<file path="src/csvtok_pkg.sv">
// ----------------------------------------------------------------------------
// csvtok_pkg
// Shared constants, result kinds and the controller/datapath command and
// status types of the CSV record tokenizer.
// ----------------------------------------------------------------------------
package csvtok_pkg;

    localparam logic [7:0] CH_LF       = 8'd10;
    localparam logic [7:0] CH_CR       = 8'd13;
    localparam logic [7:0] CH_QUOTE    = 8'd34;
    localparam logic [7:0] DELIM_RESET = 8'd44;

    typedef enum logic [1:0] {
        KIND_DATA,
        KIND_FIELD,
        KIND_RECORD,
        KIND_CUT
    } kind_t;

    typedef enum logic [2:0] {
        OP_NONE,
        OP_LOAD,
        OP_CLR_CR,
        OP_CHAR,
        OP_HOLD_CR,
        OP_CLOSE,
        OP_FLUSH_OUT
    } op_t;

    typedef enum logic [1:0] {
        SEL_CR,
        SEL_BYTE,
        SEL_LF
    } sel_t;

    typedef struct packed {
        op_t  op;
        sel_t sel;
    } cmd_t;

    typedef struct packed {
        logic cr_held;
        logic b_is_lf;
        logic b_is_cr;
        logic eot;
        logic char_done;
        logic stg_valid;
        logic can_push;
        logic out_free;
    } status_t;

endpackage

</file>
<file path="src/csvtok_if.sv">
// ----------------------------------------------------------------------------
// csvtok_if
// Valid/ready stream interfaces: text bytes in, tokenized results out.
// ----------------------------------------------------------------------------
interface csvtok_in_if;

    logic       valid;
    logic       ready;
    logic [7:0] in_byte;
    logic       end_of_text;

    modport source (output valid, in_byte, end_of_text, input ready);
    modport sink   (input valid, in_byte, end_of_text, output ready);

endinterface

interface csvtok_out_if import csvtok_pkg::*; ();

    logic       valid;
    logic       ready;
    logic [7:0] out_byte;
    kind_t      kind;
    logic       ws_spill;
    logic       last_of_run;

    modport source (output valid, out_byte, kind, ws_spill, last_of_run, input ready);
    modport sink   (input valid, out_byte, kind, ws_spill, last_of_run, output ready);

endinterface

</file>
<file path="src/csvtok_dp.sv">
// ----------------------------------------------------------------------------
// csvtok_dp
// Datapath: byte and delimiter registers, quote state, trailing whitespace
// buffer, at most one result per command, staging plus output registers.
// ----------------------------------------------------------------------------
module csvtok_dp import csvtok_pkg::*; #(
    parameter int PENDING_DEPTH = 32
) (
    input  logic       clk,
    input  logic       rst_n,
    input  cmd_t       cmd,
    output status_t    st,
    input  logic [7:0] in_byte,
    input  logic       end_of_text,
    input  logic       cfg_we,
    input  logic [7:0] cfg_wdata,
    output logic       out_valid,
    input  logic       out_ready,
    output logic [7:0] out_byte,
    output kind_t      out_kind,
    output logic       out_spill,
    output logic       out_last
);

    localparam int IDX_W = (PENDING_DEPTH > 1) ? $clog2(PENDING_DEPTH) : 1;
    localparam int CNT_W = $clog2(PENDING_DEPTH + 1);

    typedef enum logic [1:0] {
        QM_NORMAL,
        QM_QUOTED,
        QM_QSEEN
    } qmode_t;

    typedef enum logic [1:0] {
        ACT_NONE,
        ACT_CONT,
        ACT_FIELD,
        ACT_RECORD
    } act_t;

    logic [7:0]       b_reg, b_next;
    logic             eot_reg, eot_next;
    logic [7:0]       delim_reg;
    qmode_t           qm_reg, qm_next;
    logic             cr_held_reg, cr_held_next;
    logic             has_text_reg, has_text_next;
    logic             rec_phase_reg, rec_phase_next;
    logic [7:0]       pend_reg [PENDING_DEPTH];
    logic [IDX_W-1:0] head_reg, head_next;
    logic [IDX_W-1:0] tail_reg, tail_next;
    logic [CNT_W-1:0] cnt_reg, cnt_next;

    logic             stg_valid_reg, stg_valid_next;
    logic [7:0]       stg_byte_reg, stg_byte_next;
    kind_t            stg_kind_reg, stg_kind_next;
    logic             stg_spill_reg, stg_spill_next;
    logic             out_valid_reg, out_valid_next;
    logic [7:0]       out_byte_reg, out_byte_next;
    kind_t            out_kind_reg, out_kind_next;
    logic             out_spill_reg, out_spill_next;
    logic             out_last_reg, out_last_next;

    logic [7:0]       c;
    logic             c_ws;
    act_t             act;
    qmode_t           qm_new;
    qmode_t           qm_hold;
    logic             full;
    logic             char_done;
    logic             push;
    logic             pop;
    logic             clr_field;
    logic             res_valid;
    logic [7:0]       res_byte;
    kind_t            res_kind;
    logic             res_spill;
    logic             out_free;
    logic             can_push;
    logic [IDX_W-1:0] head_inc;
    logic [IDX_W-1:0] tail_inc;

    always_comb
    begin
        case (cmd.sel)
            SEL_CR:  c = CH_CR;
            SEL_LF:  c = CH_LF;
            default: c = b_reg;
        endcase
    end

    assign c_ws = (c == 8'd32) || ((c >= 8'd9) && (c <= 8'd13));
    assign full = (cnt_reg == CNT_W'(PENDING_DEPTH));

    assign head_inc = (head_reg == IDX_W'(PENDING_DEPTH - 1)) ? '0 : head_reg + 1'b1;
    assign tail_inc = (tail_reg == IDX_W'(PENDING_DEPTH - 1)) ? '0 : tail_reg + 1'b1;

    // decode one character against the quote state
    always_comb
    begin
        act    = ACT_CONT;
        qm_new = QM_NORMAL;
        if ((qm_reg == QM_QSEEN) && (c == CH_QUOTE))
        begin
            act    = ACT_CONT;
            qm_new = QM_QUOTED;
        end
        else if (qm_reg == QM_QUOTED)
        begin
            if (c == CH_QUOTE)
            begin
                act    = ACT_NONE;
                qm_new = QM_QSEEN;
            end
            else
            begin
                act    = ACT_CONT;
                qm_new = QM_QUOTED;
            end
        end
        else if (c == CH_LF)
        begin
            act = ACT_RECORD;
        end
        else if (c == delim_reg)
        begin
            act = ACT_FIELD;
        end
        else if (c == CH_QUOTE)
        begin
            act    = ACT_NONE;
            qm_new = QM_QUOTED;
        end
    end

    always_comb
    begin
        case (act)
            ACT_CONT:   char_done = c_ws || (cnt_reg == '0);
            ACT_RECORD: char_done = rec_phase_reg;
            default:    char_done = 1'b1;
        endcase
    end

    assign qm_hold = (qm_reg == QM_QSEEN) ? QM_NORMAL : qm_reg;

    always_comb
    begin
        b_next         = b_reg;
        eot_next       = eot_reg;
        qm_next        = qm_reg;
        cr_held_next   = cr_held_reg;
        has_text_next  = has_text_reg;
        rec_phase_next = rec_phase_reg;
        push           = 1'b0;
        pop            = 1'b0;
        clr_field      = 1'b0;
        res_valid      = 1'b0;
        res_byte       = '0;
        res_kind       = KIND_DATA;
        res_spill      = 1'b0;

        case (cmd.op)
            OP_LOAD:
            begin
                b_next   = in_byte;
                eot_next = end_of_text;
            end
            OP_CLR_CR:
            begin
                cr_held_next = 1'b0;
            end
            OP_CHAR:
            begin
                case (act)
                    ACT_CONT:
                    begin
                        if (c_ws)
                        begin
                            if (has_text_reg)
                            begin
                                push = 1'b1;
                                if (full)
                                begin
                                    pop       = 1'b1;
                                    res_valid = 1'b1;
                                    res_byte  = pend_reg[head_reg];
                                    res_spill = 1'b1;
                                end
                            end
                        end
                        else if (cnt_reg != '0)
                        begin
                            pop       = 1'b1;
                            res_valid = 1'b1;
                            res_byte  = pend_reg[head_reg];
                        end
                        else
                        begin
                            res_valid     = 1'b1;
                            res_byte      = c;
                            has_text_next = 1'b1;
                        end
                    end
                    ACT_FIELD:
                    begin
                        res_valid = 1'b1;
                        res_kind  = KIND_FIELD;
                        clr_field = 1'b1;
                    end
                    ACT_RECORD:
                    begin
                        res_valid = 1'b1;
                        if (rec_phase_reg)
                        begin
                            res_kind       = KIND_RECORD;
                            clr_field      = 1'b1;
                            rec_phase_next = 1'b0;
                        end
                        else
                        begin
                            res_kind       = KIND_FIELD;
                            rec_phase_next = 1'b1;
                        end
                    end
                    default:
                    begin
                    end
                endcase
                if (char_done)
                begin
                    qm_next = qm_new;
                    if (cmd.sel == SEL_CR)
                    begin
                        cr_held_next = 1'b0;
                    end
                end
            end
            OP_HOLD_CR:
            begin
                qm_next      = qm_hold;
                cr_held_next = 1'b1;
                if (((qm_hold == QM_QUOTED) || (delim_reg != CH_CR)) && has_text_reg && full)
                begin
                    pop       = 1'b1;
                    res_valid = 1'b1;
                    res_byte  = pend_reg[head_reg];
                    res_spill = 1'b1;
                end
            end
            OP_CLOSE:
            begin
                if (qm_reg != QM_NORMAL)
                begin
                    res_valid = 1'b1;
                    res_kind  = KIND_CUT;
                end
                qm_next      = QM_NORMAL;
                cr_held_next = 1'b0;
                clr_field    = 1'b1;
            end
            default:
            begin
            end
        endcase

        if (clr_field)
        begin
            has_text_next = 1'b0;
        end
    end

    always_comb
    begin
        if (clr_field)
        begin
            head_next = '0;
            tail_next = '0;
            cnt_next  = '0;
        end
        else
        begin
            head_next = pop ? head_inc : head_reg;
            tail_next = push ? tail_inc : tail_reg;
            cnt_next  = cnt_reg + CNT_W'(push) - CNT_W'(pop);
        end
    end

    assign out_free = !out_valid_reg || out_ready;
    assign can_push = !stg_valid_reg || out_free;

    // hold the newest result in staging until the next one shows whether it is the last
    always_comb
    begin
        stg_valid_next = stg_valid_reg;
        stg_byte_next  = stg_byte_reg;
        stg_kind_next  = stg_kind_reg;
        stg_spill_next = stg_spill_reg;
        out_valid_next = out_valid_reg && !out_ready;
        out_byte_next  = out_byte_reg;
        out_kind_next  = out_kind_reg;
        out_spill_next = out_spill_reg;
        out_last_next  = out_last_reg;

        if (res_valid)
        begin
            if (stg_valid_reg)
            begin
                out_valid_next = 1'b1;
                out_byte_next  = stg_byte_reg;
                out_kind_next  = stg_kind_reg;
                out_spill_next = stg_spill_reg;
                out_last_next  = 1'b0;
            end
            stg_valid_next = 1'b1;
            stg_byte_next  = res_byte;
            stg_kind_next  = res_kind;
            stg_spill_next = res_spill;
        end
        else if (cmd.op == OP_FLUSH_OUT)
        begin
            out_valid_next = 1'b1;
            out_byte_next  = stg_byte_reg;
            out_kind_next  = stg_kind_reg;
            out_spill_next = stg_spill_reg;
            out_last_next  = 1'b1;
            stg_valid_next = 1'b0;
        end
    end

    always_ff @(posedge clk or negedge rst_n)
    begin
        if (!rst_n)
        begin
            delim_reg     <= DELIM_RESET;
            qm_reg        <= QM_NORMAL;
            cr_held_reg   <= 1'b0;
            has_text_reg  <= 1'b0;
            rec_phase_reg <= 1'b0;
            head_reg      <= '0;
            tail_reg      <= '0;
            cnt_reg       <= '0;
            stg_valid_reg <= 1'b0;
            out_valid_reg <= 1'b0;
        end
        else
        begin
            if (cfg_we)
            begin
                delim_reg <= cfg_wdata;
            end
            qm_reg        <= qm_next;
            cr_held_reg   <= cr_held_next;
            has_text_reg  <= has_text_next;
            rec_phase_reg <= rec_phase_next;
            head_reg      <= head_next;
            tail_reg      <= tail_next;
            cnt_reg       <= cnt_next;
            stg_valid_reg <= stg_valid_next;
            out_valid_reg <= out_valid_next;
        end
    end

    always_ff @(posedge clk)
    begin
        b_reg         <= b_next;
        eot_reg       <= eot_next;
        stg_byte_reg  <= stg_byte_next;
        stg_kind_reg  <= stg_kind_next;
        stg_spill_reg <= stg_spill_next;
        out_byte_reg  <= out_byte_next;
        out_kind_reg  <= out_kind_next;
        out_spill_reg <= out_spill_next;
        out_last_reg  <= out_last_next;
        if (push)
        begin
            pend_reg[tail_reg] <= c;
        end
    end

    assign st.cr_held   = cr_held_reg;
    assign st.b_is_lf   = (b_reg == CH_LF);
    assign st.b_is_cr   = (b_reg == CH_CR);
    assign st.eot       = eot_reg;
    assign st.char_done = char_done;
    assign st.stg_valid = stg_valid_reg;
    assign st.can_push  = can_push;
    assign st.out_free  = out_free;

    assign out_valid = out_valid_reg;
    assign out_byte  = out_byte_reg;
    assign out_kind  = out_kind_reg;
    assign out_spill = out_spill_reg;
    assign out_last  = out_last_reg;

    a_cnt_range: assert property (@(posedge clk) disable iff (!rst_n)
        cnt_reg <= CNT_W'(PENDING_DEPTH))
        else $error("pending count beyond buffer depth");

    a_pend_text: assert property (@(posedge clk) disable iff (!rst_n)
        (cnt_reg != '0) |-> has_text_reg)
        else $error("pending whitespace without field text");

    a_cr_qm: assert property (@(posedge clk) disable iff (!rst_n)
        cr_held_reg |-> (qm_reg != QM_QSEEN))
        else $error("held CR with unresolved quote");

    a_res_room: assert property (@(posedge clk) disable iff (!rst_n)
        res_valid |-> (!stg_valid_reg || !out_valid_reg || out_ready))
        else $error("result produced with no room");

    a_flush_last: assert property (@(posedge clk) disable iff (!rst_n)
        (cmd.op == OP_FLUSH_OUT) |=> (out_valid_reg && out_last_reg))
        else $error("final result not marked last");

endmodule

</file>
<file path="src/csvtok_ctrl.sv">
// ----------------------------------------------------------------------------
// csvtok_ctrl
// Controller: walks each accepted byte through held-CR, main, end-of-text,
// close and final-result phases, one datapath command per cycle.
// ----------------------------------------------------------------------------
module csvtok_ctrl import csvtok_pkg::*; (
    input  logic    clk,
    input  logic    rst_n,
    input  logic    in_valid,
    output logic    in_ready,
    input  status_t st,
    output cmd_t    cmd
);

    typedef enum logic [2:0] {
        ST_IDLE,
        ST_CRH,
        ST_MAIN,
        ST_EOT,
        ST_CUT,
        ST_FIN
    } state_t;

    state_t state_reg, state_next;

    always_comb
    begin
        state_next = state_reg;
        cmd.op     = OP_NONE;
        cmd.sel    = SEL_BYTE;
        in_ready   = 1'b0;

        unique case (state_reg)
            ST_IDLE:
            begin
                in_ready = 1'b1;
                if (in_valid)
                begin
                    cmd.op     = OP_LOAD;
                    state_next = ST_CRH;
                end
            end
            ST_CRH:
            begin
                cmd.sel = SEL_CR;
                if (st.can_push)
                begin
                    if (st.cr_held && !st.b_is_lf)
                    begin
                        cmd.op = OP_CHAR;
                        if (st.char_done)
                        begin
                            state_next = ST_MAIN;
                        end
                    end
                    else
                    begin
                        cmd.op     = OP_CLR_CR;
                        state_next = ST_MAIN;
                    end
                end
            end
            ST_MAIN:
            begin
                if (st.can_push)
                begin
                    if (st.b_is_cr && !st.eot)
                    begin
                        cmd.op     = OP_HOLD_CR;
                        state_next = ST_EOT;
                    end
                    else
                    begin
                        cmd.op = OP_CHAR;
                        if (st.char_done)
                        begin
                            state_next = ST_EOT;
                        end
                    end
                end
            end
            ST_EOT:
            begin
                cmd.sel = SEL_LF;
                if (!st.eot)
                begin
                    state_next = ST_FIN;
                end
                else if (st.b_is_lf)
                begin
                    state_next = ST_CUT;
                end
                else if (st.can_push)
                begin
                    cmd.op = OP_CHAR;
                    if (st.char_done)
                    begin
                        state_next = ST_CUT;
                    end
                end
            end
            ST_CUT:
            begin
                if (st.can_push)
                begin
                    cmd.op     = OP_CLOSE;
                    state_next = ST_FIN;
                end
            end
            ST_FIN:
            begin
                if (!st.stg_valid)
                begin
                    state_next = ST_IDLE;
                end
                else if (st.out_free)
                begin
                    cmd.op     = OP_FLUSH_OUT;
                    state_next = ST_IDLE;
                end
            end
            default:
            begin
                state_next = ST_IDLE;
            end
        endcase
    end

    always_ff @(posedge clk or negedge rst_n)
    begin
        if (!rst_n)
        begin
            state_reg <= ST_IDLE;
        end
        else
        begin
            state_reg <= state_next;
        end
    end

endmodule

</file>
<file path="src/csv_record_tokenizer.sv">
// ----------------------------------------------------------------------------
// csv_record_tokenizer
// Streaming CSV tokenizer with quoted fields and whitespace trimming.
// ----------------------------------------------------------------------------
// Takes one text byte per transaction and returns data bytes, end-of-field,
// end-of-record and cut-off marks, one result per transaction, the last result
// of each byte flagged. Each byte passes through accept, held-CR step, byte
// step, end-of-text check and final-result flush, the flush step spent even
// when the byte yields nothing. The held-CR step, the byte step and the
// supplied line end each stay until they have produced every result they
// owe (flushed trailing whitespace, the second mark of a record end); the
// supplied line end runs in the end-of-text check's step. A final byte of
// the text adds a close step, which carries any cut-off mark. Output stalls
// hold the steps. The controller issues one datapath command a cycle and
// the datapath produces at most one result a cycle. The delimiter register
// may be rewritten only while no byte is in flight.
// ----------------------------------------------------------------------------
module csv_record_tokenizer import csvtok_pkg::*; #(
    parameter int PENDING_DEPTH = 32
) (
    input  logic        clk,
    input  logic        rst_n,
    csvtok_in_if.sink   text,
    csvtok_out_if.source tokens,
    input  logic        cfg_we,
    input  logic [7:0]  cfg_wdata
);

    cmd_t    cmd;
    status_t st;
    logic    ready;

    csvtok_ctrl u_ctrl (
        .clk      (clk),
        .rst_n    (rst_n),
        .in_valid (text.valid),
        .in_ready (ready),
        .st       (st),
        .cmd      (cmd)
    );

    csvtok_dp #(
        .PENDING_DEPTH (PENDING_DEPTH)
    ) u_dp (
        .clk         (clk),
        .rst_n       (rst_n),
        .cmd         (cmd),
        .st          (st),
        .in_byte     (text.in_byte),
        .end_of_text (text.end_of_text),
        .cfg_we      (cfg_we),
        .cfg_wdata   (cfg_wdata),
        .out_valid   (tokens.valid),
        .out_ready   (tokens.ready),
        .out_byte    (tokens.out_byte),
        .out_kind    (tokens.kind),
        .out_spill   (tokens.ws_spill),
        .out_last    (tokens.last_of_run)
    );

    assign text.ready = ready;

endmodule
</file>
<file path="src/flat_wrapper.sv">
// flat-port wrapper written by rule: the top's interface ports become plain ports
module csv_record_tokenizer_flat import csvtok_pkg::*;
#(
    parameter int PENDING_DEPTH = 32
)
  (clk, rst_n, cfg_we, cfg_wdata, text_valid, text_in_byte, text_end_of_text, text_ready, tokens_valid, tokens_out_byte, tokens_kind, tokens_ws_spill, tokens_last_of_run, tokens_ready);
  csvtok_in_if text_i ();
  csvtok_out_if tokens_i ();
  input  logic clk;
  input  logic rst_n;
  input  logic cfg_we;
  input  logic [7:0] cfg_wdata;
  input wire logic [$bits(text_i.valid)-1:0] text_valid;
  input wire logic [$bits(text_i.in_byte)-1:0] text_in_byte;
  input wire logic [$bits(text_i.end_of_text)-1:0] text_end_of_text;
  output wire logic [$bits(text_i.ready)-1:0] text_ready;
  output wire logic [$bits(tokens_i.valid)-1:0] tokens_valid;
  output wire logic [$bits(tokens_i.out_byte)-1:0] tokens_out_byte;
  output wire logic [$bits(tokens_i.kind)-1:0] tokens_kind;
  output wire logic [$bits(tokens_i.ws_spill)-1:0] tokens_ws_spill;
  output wire logic [$bits(tokens_i.last_of_run)-1:0] tokens_last_of_run;
  input wire logic [$bits(tokens_i.ready)-1:0] tokens_ready;
  assign text_i.valid = text_valid;
  assign text_i.in_byte = text_in_byte;
  assign text_i.end_of_text = text_end_of_text;
  assign text_ready = text_i.ready;
  assign tokens_valid = tokens_i.valid;
  assign tokens_out_byte = tokens_i.out_byte;
  assign tokens_kind = tokens_i.kind;
  assign tokens_ws_spill = tokens_i.ws_spill;
  assign tokens_last_of_run = tokens_i.last_of_run;
  assign tokens_i.ready = tokens_ready;
  csv_record_tokenizer #(.PENDING_DEPTH(PENDING_DEPTH)) u_core (.clk(clk), .rst_n(rst_n), .text(text_i), .tokens(tokens_i), .cfg_we(cfg_we), .cfg_wdata(cfg_wdata));
endmodule
</file>
<file path="config.mk">
export PLATFORM = sky130hd
export DESIGN_NAME = csv_record_tokenizer_flat
export DESIGN_NICKNAME = d
export VERILOG_FILES = /design/src/csvtok_pkg.sv /design/src/csvtok_if.sv /design/src/csvtok_dp.sv /design/src/csvtok_ctrl.sv /design/src/csv_record_tokenizer.sv /design/src/flat_wrapper.sv
export SDC_FILE = /design/constraint.sdc
export NUM_CORES = 1
export LEC_CHECK = 0
export ABC_AREA = 1
export BUFFER_PORTS_ARGS = -buffer_cell sky130_fd_sc_hd__buf_4
export CORE_MARGIN = 3
export CORE_UTILIZATION = 60
export CTS_CLUSTER_SIZE = 28
export DETAILED_ROUTE_END_ITERATION = 12
export PLACE_DENSITY = 0.78
export RECOVER_POWER = 25
export SLEW_MARGIN = 0
export SYNTH_ARGS = -nofsm -noshare
export SYNTH_HDL_FRONTEND = slang
export SYNTH_SLANG_ARGS = --single-unit
</file>
<file path="constraint.sdc">
create_clock -name clk -period 5.71 [get_ports clk]
set_input_delay 0.571 -clock clk [delete_from_list [all_inputs] [get_ports clk]]
set_output_delay 0.571 -clock clk [all_outputs]
set_load 0.01 [all_outputs]
</file>
# Yosys cells after proc, flatten, opt, wreduce, memory -nomap -nowiden
# Memory sizes are Yosys's and may differ from the RTL's.
# Index checks and enable logic that the tools add are counted.
# classes
bitwise_logic,0
shifts,0
n_eq_ne,42
reduce_logical,37
div,0
addsub,4
order_cmp,2
muxes,112
n_mul,0
# op_table
cell,count
8-bit 2-to-1 mux,9
3-bit 2-to-1 mux,19
1-bit 2-to-1 mux,43
2-bit 2-to-1 mux,18
3-bit case mux with 6 select lines,2
8-bit case mux with 2 select lines,2
5-bit 2-to-1 mux,6
"8-bit by 4-bit equality test with 1-bit output, second input constant",3
"8-bit by 6-bit equality test with 1-bit output, second input constant",2
"2-bit != test, second input constant",8
"3-bit equality test, second input constant",5
"3-bit by 2-bit equality test with 1-bit output, second input constant",4
1-bit case mux with 2 select lines,6
2-bit case mux with 2 select lines,3
2-bit nonzero test,6
"5-bit by 1-bit adder with 5-bit output, second input constant",2
"5-bit equality test, second input constant",2
"3-bit != test, second input constant",3
9-bit AND reduction,1
"2-bit equality test, second input constant",4
8-bit equality test,1
"8-bit by 4-bit greater-or-equal comparator with 1-bit output, second input constant",1
"8-bit by 4-bit less-or-equal comparator with 1-bit output, second input constant",1
"4-bit != test, second input constant",2
other kinds (22),44
# totals
latchBits,0
memories,1
inputBits,22
ram_bits,256
output_inout_bits,14
mem_bits_ro,0
ff_bits,66
# mem_list
name,words,word_bits,rd,rd_clocked_by_memory_dff,write_ports,line,text
u_core.u_dp.pend_reg,32,8,1,0,1,csvtok_dp.sv:48,logic [7:0] pend_reg [PENDING_DEPTH];

# Longest topological paths before layout
# depth
depth_word,17
ltp_mapped,28

# Cells and area by module
# From an unflattened synthesis, not the netlist that was laid out.
# hier_totals
cells_unflattened,1269
area_unflattened_um2,14262.4
# by_module_without_submodules
module,cells_per_inst,seq_area_each_um2,area_each_um2,instances
csvtok_dp,1199,9427.8,13815.8,1
csvtok_ctrl,70,75.1,446.7,1

# Worst setup path before layout
# Ideal clock, no wire load.
# synth_path
path_kind,reg-to-reg
from,register u_core.u_ctrl.state_reg[2]
to,register u_core.u_dp.cnt_reg[4]
path_buffers,0
setup_slack_ps,2074
required_time_ps,5590
stages_incl_launch_ff,23
setup_ps,120
arrival_ps,3516
path_cell_list,dfrtp_1 inv_2 nand3_2 nand2_1 inv_2 nor2_1 nand2_2 inv_2 nand3_2 o21ai_2 inv_2 nand2_4 nand2_2 nor2_4 nand3_4 ha_1 inv_1 ha_1 fa_1 a21oi_1 o21ba_2 xor2_1 nor2_1
# synth_via
elab_chain_len,16
elab_cells_between_ends,42
classes_between,2 x add/sub; 2 x order compare; 16 x eq/ne; 17 x mux; 5 x reduce/logical
# synth_lines
item,line,text
from (decl),csvtok_ctrl.sv:24,"state_t state_reg, state_next;"
from (signal assigned),csvtok_ctrl.sv:137,state_reg <= state_next;
3-bit by 2-bit equality test with 1-bit output or 3-bit by 1-bit equality test with 1-bit output (tied branches),csvtok_ctrl.sv:33,unique case (state_reg)
2-bit case mux with 2 select lines *,csvtok_ctrl.sv:33,
2-bit equality test or 2-bit zero test (tied branches),csvtok_dp.sv:84,case (cmd.sel)
8-bit case mux with 2 select lines *,csvtok_dp.sv:84,
named net u_core.u_dp.c[1],csvtok_dp.sv:63,logic [7:0] c;
8-bit by 6-bit equality test with 1-bit output,"csvtok_dp.sv:102, csvtok_dp.sv:109, csvtok_dp.sv:128",
1-bit 2-to-1 mux,"csvtok_dp.sv:109, csvtok_dp.sv:128",
2-bit 2-to-1 mux,csvtok_dp.sv:124,else if (c == delim_reg)
[... 2 more ...],-,
2-bit 2-to-1 mux,csvtok_dp.sv:102,if ((qm_reg == QM_QSEEN) && (c == CH_QUOTE))
2-bit by 1-bit equality test with 1-bit output,csvtok_dp.sv:174,case (act)
1-bit 2-to-1 mux,csvtok_dp.sv:174,
1-bit 2-to-1 mux,csvtok_dp.sv:162,case (cmd.op)
6-bit by 1-bit adder with 6-bit output,csvtok_dp.sv:284,cnt_next = cnt_reg + CNT_W'(push) - CNT_W'(pop);
6-bit by 1-bit subtractor with 6-bit output,csvtok_dp.sv:284,
6-bit 2-to-1 mux *,csvtok_dp.sv:274,if (clr_field)
named net u_core.u_dp.cnt_next[4],csvtok_dp.sv:51,"logic [CNT_W-1:0] cnt_reg, cnt_next;"
to (signal assigned),csvtok_dp.sv:357,cnt_reg <= cnt_next;
to (decl),csvtok_dp.sv:51,
# The timed path passes the listed nets; every way through them passes the cells marked *.
# A chain may end at the register's enable or synchronous reset.

# Final worst setup path
# Same ends and word-level chain as after synthesis.

==> results.yml <==
outcome:
  status: "finished with violations"
  violations: "capacitance limit, slew limit"
cts:
  cts_buffer_depth: 3
  post_cts_buffers: 0
  htreeDepth: 1
  cts.sinks: 322
  clkLatencyLatePin_ns: 0.55
  cts_hold_buf: 1
  post_cts_resized: 0
  cts_tree: "done"
  clk_pin_slew_ns: 0.06
  cts_root_buffer: "clkbuf_16"
  cts_buffers: 30
placement:
  place_ws_ns: 1.52
  port_buffers: 35
  gp_congestion: 0.901
  dp_hpwl_mm: 19.0
  dp_cells: 1452
  dpl_cell_area_um2: 14200
routing:
  ant_nets: 0
  drt_iter0_drc: 949
  totalWireLength_mm: 31.2
  wire_per_inst_um: 20.7
  routed-via-count: 9215
  drc_errors: 0
  via_per_inst: 6.11
  firstDrtPassIters: 6
cells_and_area:
  final_cell_mix: "edfxtp_1 (288), nor2_1 (200), o21ai_0 (174), nand2_1 (125), inv_1 (72)"
  final_cells: 1509
  final_cell_area_um2: 15200
  layout_commonest_cell: "edfxtp_1"
  area_growth_pct: 10.7
  largest_register_ff_count: 256
  nets: 1244
  drive_gt1_frac: 0.0887
  n_antenna_cell: 0
  n_fill_cell: 1568
floorplanning:
  ios: 36
  die_area_um2: 24700
  row_count: 54
  initial_utilization: 0.618
  die_y_um: 157
  die_width_um: 157
  fp.coreArea_um2: 22200
setup_path:
  worst_path_most_repeated_cell: "nand2_1"
  max_stage_delay_ns: 0.86
  end_kind: "register"
  critPathMaxFanout: 33
  critPathBufInv: 4
  crit_family: "simple AND/OR/NAND/NOR gates"
  cp_slowest_cell: "inv_1"
  cp.arrival_ns: 5.15
  cp.required_ns: 6.14
  cp_cell_sequence: "inv_1, nand2_1, nand2_1, inv_1, nor2_1, nand3_1, clkinv_1, nand4_1, nand2_1, nand2_1, nand2_4, nand2_2, nor2_4, nand2_1, nand2_2, ha_1, inv_1, ha_1, fa_1, a21oi_1, o21ba_2, xor2_1, nor2_1"
  path_class: "reg2reg"
  cp-start-kind: "register"
global_route:
  busiest_layer: "met2"
  grt_overflow_total: 0
  grt_pass1_wl_mm: 48.2
  grt_max_degree: 92
  grt_usage: 0.253
  grt_pass1_vias: 8908
  use_met2: 0.397
  antenna_found_initial: 0
  grt_use_met1: 0.351
  grt_use_met3: 0.0583
logic_synthesis:
  ys.flop_type: "edfxtp_1"
  ys_warn_count: 0
  syn-num-nets: 1221
  avgSynthCellArea_um2: 11.6
  synth_cell_types: 43
  yosysSeqAreaShare: 0.694
  synth_edf_count: 288
  syn_inst: 1182
  synthesis.area_um2: 13700
  ys_ff_latch: 322
  async_reset_ff_frac: 0.106
timing:
  fin_crit_sh: 0.825
  finalClockSkew_ns: 0.0166
  layout_setup_ws_ns: 0.997
  maxClockFrequency_mhz: 212
  hold_viol_final: 0
  period_minus_slack_ns: 4.71
  rsz0062_at_grt: "false"
  finalSetupTns_ns: 0
  tightest_slew_ns: 1.93
  max_slew_margin: -0.288
  drv_slew: 35
  finalSetupViolCount: 0
pwr:
  p_leak_uw: 0.00544
  max-vdd-ir-drop_mv: 0.301
  total_power_uw: 7760
  cellPowerDensity_nw_per_um2: 511
hold_path:
  hold_class: "in2reg"
flow_run:
  drv_cap: 1
==> synth_stat cells (4+ instances only) <==
library cell | number | share of area
a21oi_1 | 25 | 0.0091
o22ai_1 | 54 | 0.025
nand2_1 | 123 | 0.034
dfrtp_1 | 31 | 0.057
nor3_1 | 7 | 0.0026
inv_2 | 7 | 0.0019
nand2_4 | 5 | 0.0041
xor2_1 | 4 | 0.0026
nand4_1 | 5 | 0.0023
nand3_1 | 44 | 0.016
inv_1 | 70 | 0.019
nor2_1 | 200 | 0.055
clkbuf_1 | 52 | 0.014
nand2_2 | 8 | 0.0037
o32ai_1 | 4 | 0.0026
mux2i_1 | 5 | 0.0037
o21ai_0 | 174 | 0.064
edfxtp_1 | 288 | 0.63
ha_1 | 16 | 0.015
o21ai_1 | 7 | 0.0026
o221ai_1 | 19 | 0.012
==> worst paths after layout <==
check                           cells after the start                      end  slack, ns                         from
worst max register to register                     23   u_core.u_dp.cnt_reg[4]        1.0   u_core.u_ctrl.state_reg[2]
worst max-delay path                               23   u_core.u_dp.cnt_reg[4]        1.0   u_core.u_ctrl.state_reg[2]
min in group asynchronous                           2    u_core.u_dp.out_valid       1.11                        rst_n
worst min register to register                      0  u_core.u_dp.out_byte[0]       0.43  u_core.u_dp.stg_byte_reg[0]
worst min-delay path                                1     u_core.u_dp.b_reg[6]       0.21              text_in_byte[6]
max in group asynchronous                           2  u_core.u_dp.head_reg[0]       3.24                        rst_n
==> layer usage <==
metal  part of all wire  vias up  routed length, µm
met2               0.47      458              14600
met5                  0        -                  0
li1                   -     4288                  -
met4              0.035        0               1090
met3              0.092       80               2880
met1               0.40     4389              12600
==> stage by stage <==
step / hold slack [ns] / utilization
floorplan: 0.275 / -
global placement: 0.403 / 0.640
detailed placement: 0.406 / 0.640
CTS: 0.176 / 0.687
global route: 0.197 / 0.685
finish: 0.212 / 0.685
==> area by class of cell <==
| type | count | area (µm²) | share of cell area |
|---|---|---|---|
| Multi-Input combinational cell | 723 | 3670 | 0.242 |
| Clock buffer | 46 | 902 | 0.0595 |
| Tap cell | 280 | 350 | 0.0231 |
| Sequential cell | 322 | 9510 | 0.627 |
| Clock inverter | 10 | 128 | 0.00841 |
| Inverter | 81 | 307 | 0.0202 |
| Timing Repair Buffer | 47 | 303 | 0.0200 |
==> report_power, final <==
group | leakage [µW] | internal [µW] | switching (µW)
combinational | 0.00191 | 665 | 1820
sequential | 0.00303 | 3070 | 165
clock | 0.000508 | 1220 | 815
==> cell families after synthesis <==
| group | share of synthesized area |
|---|---|
| AOI/OAI and AO/OA | 0.121 |
| xor gates and xnor gates | 0.00256 |
| adders and majority gates | 0.0161 |
| buffers and inverters | 0.0383 |
| DFF | 0.694 |
| muxes | 0.00365 |
| and+or+nand+nor | 0.125 |
Power figures use the tool's default switching activity.
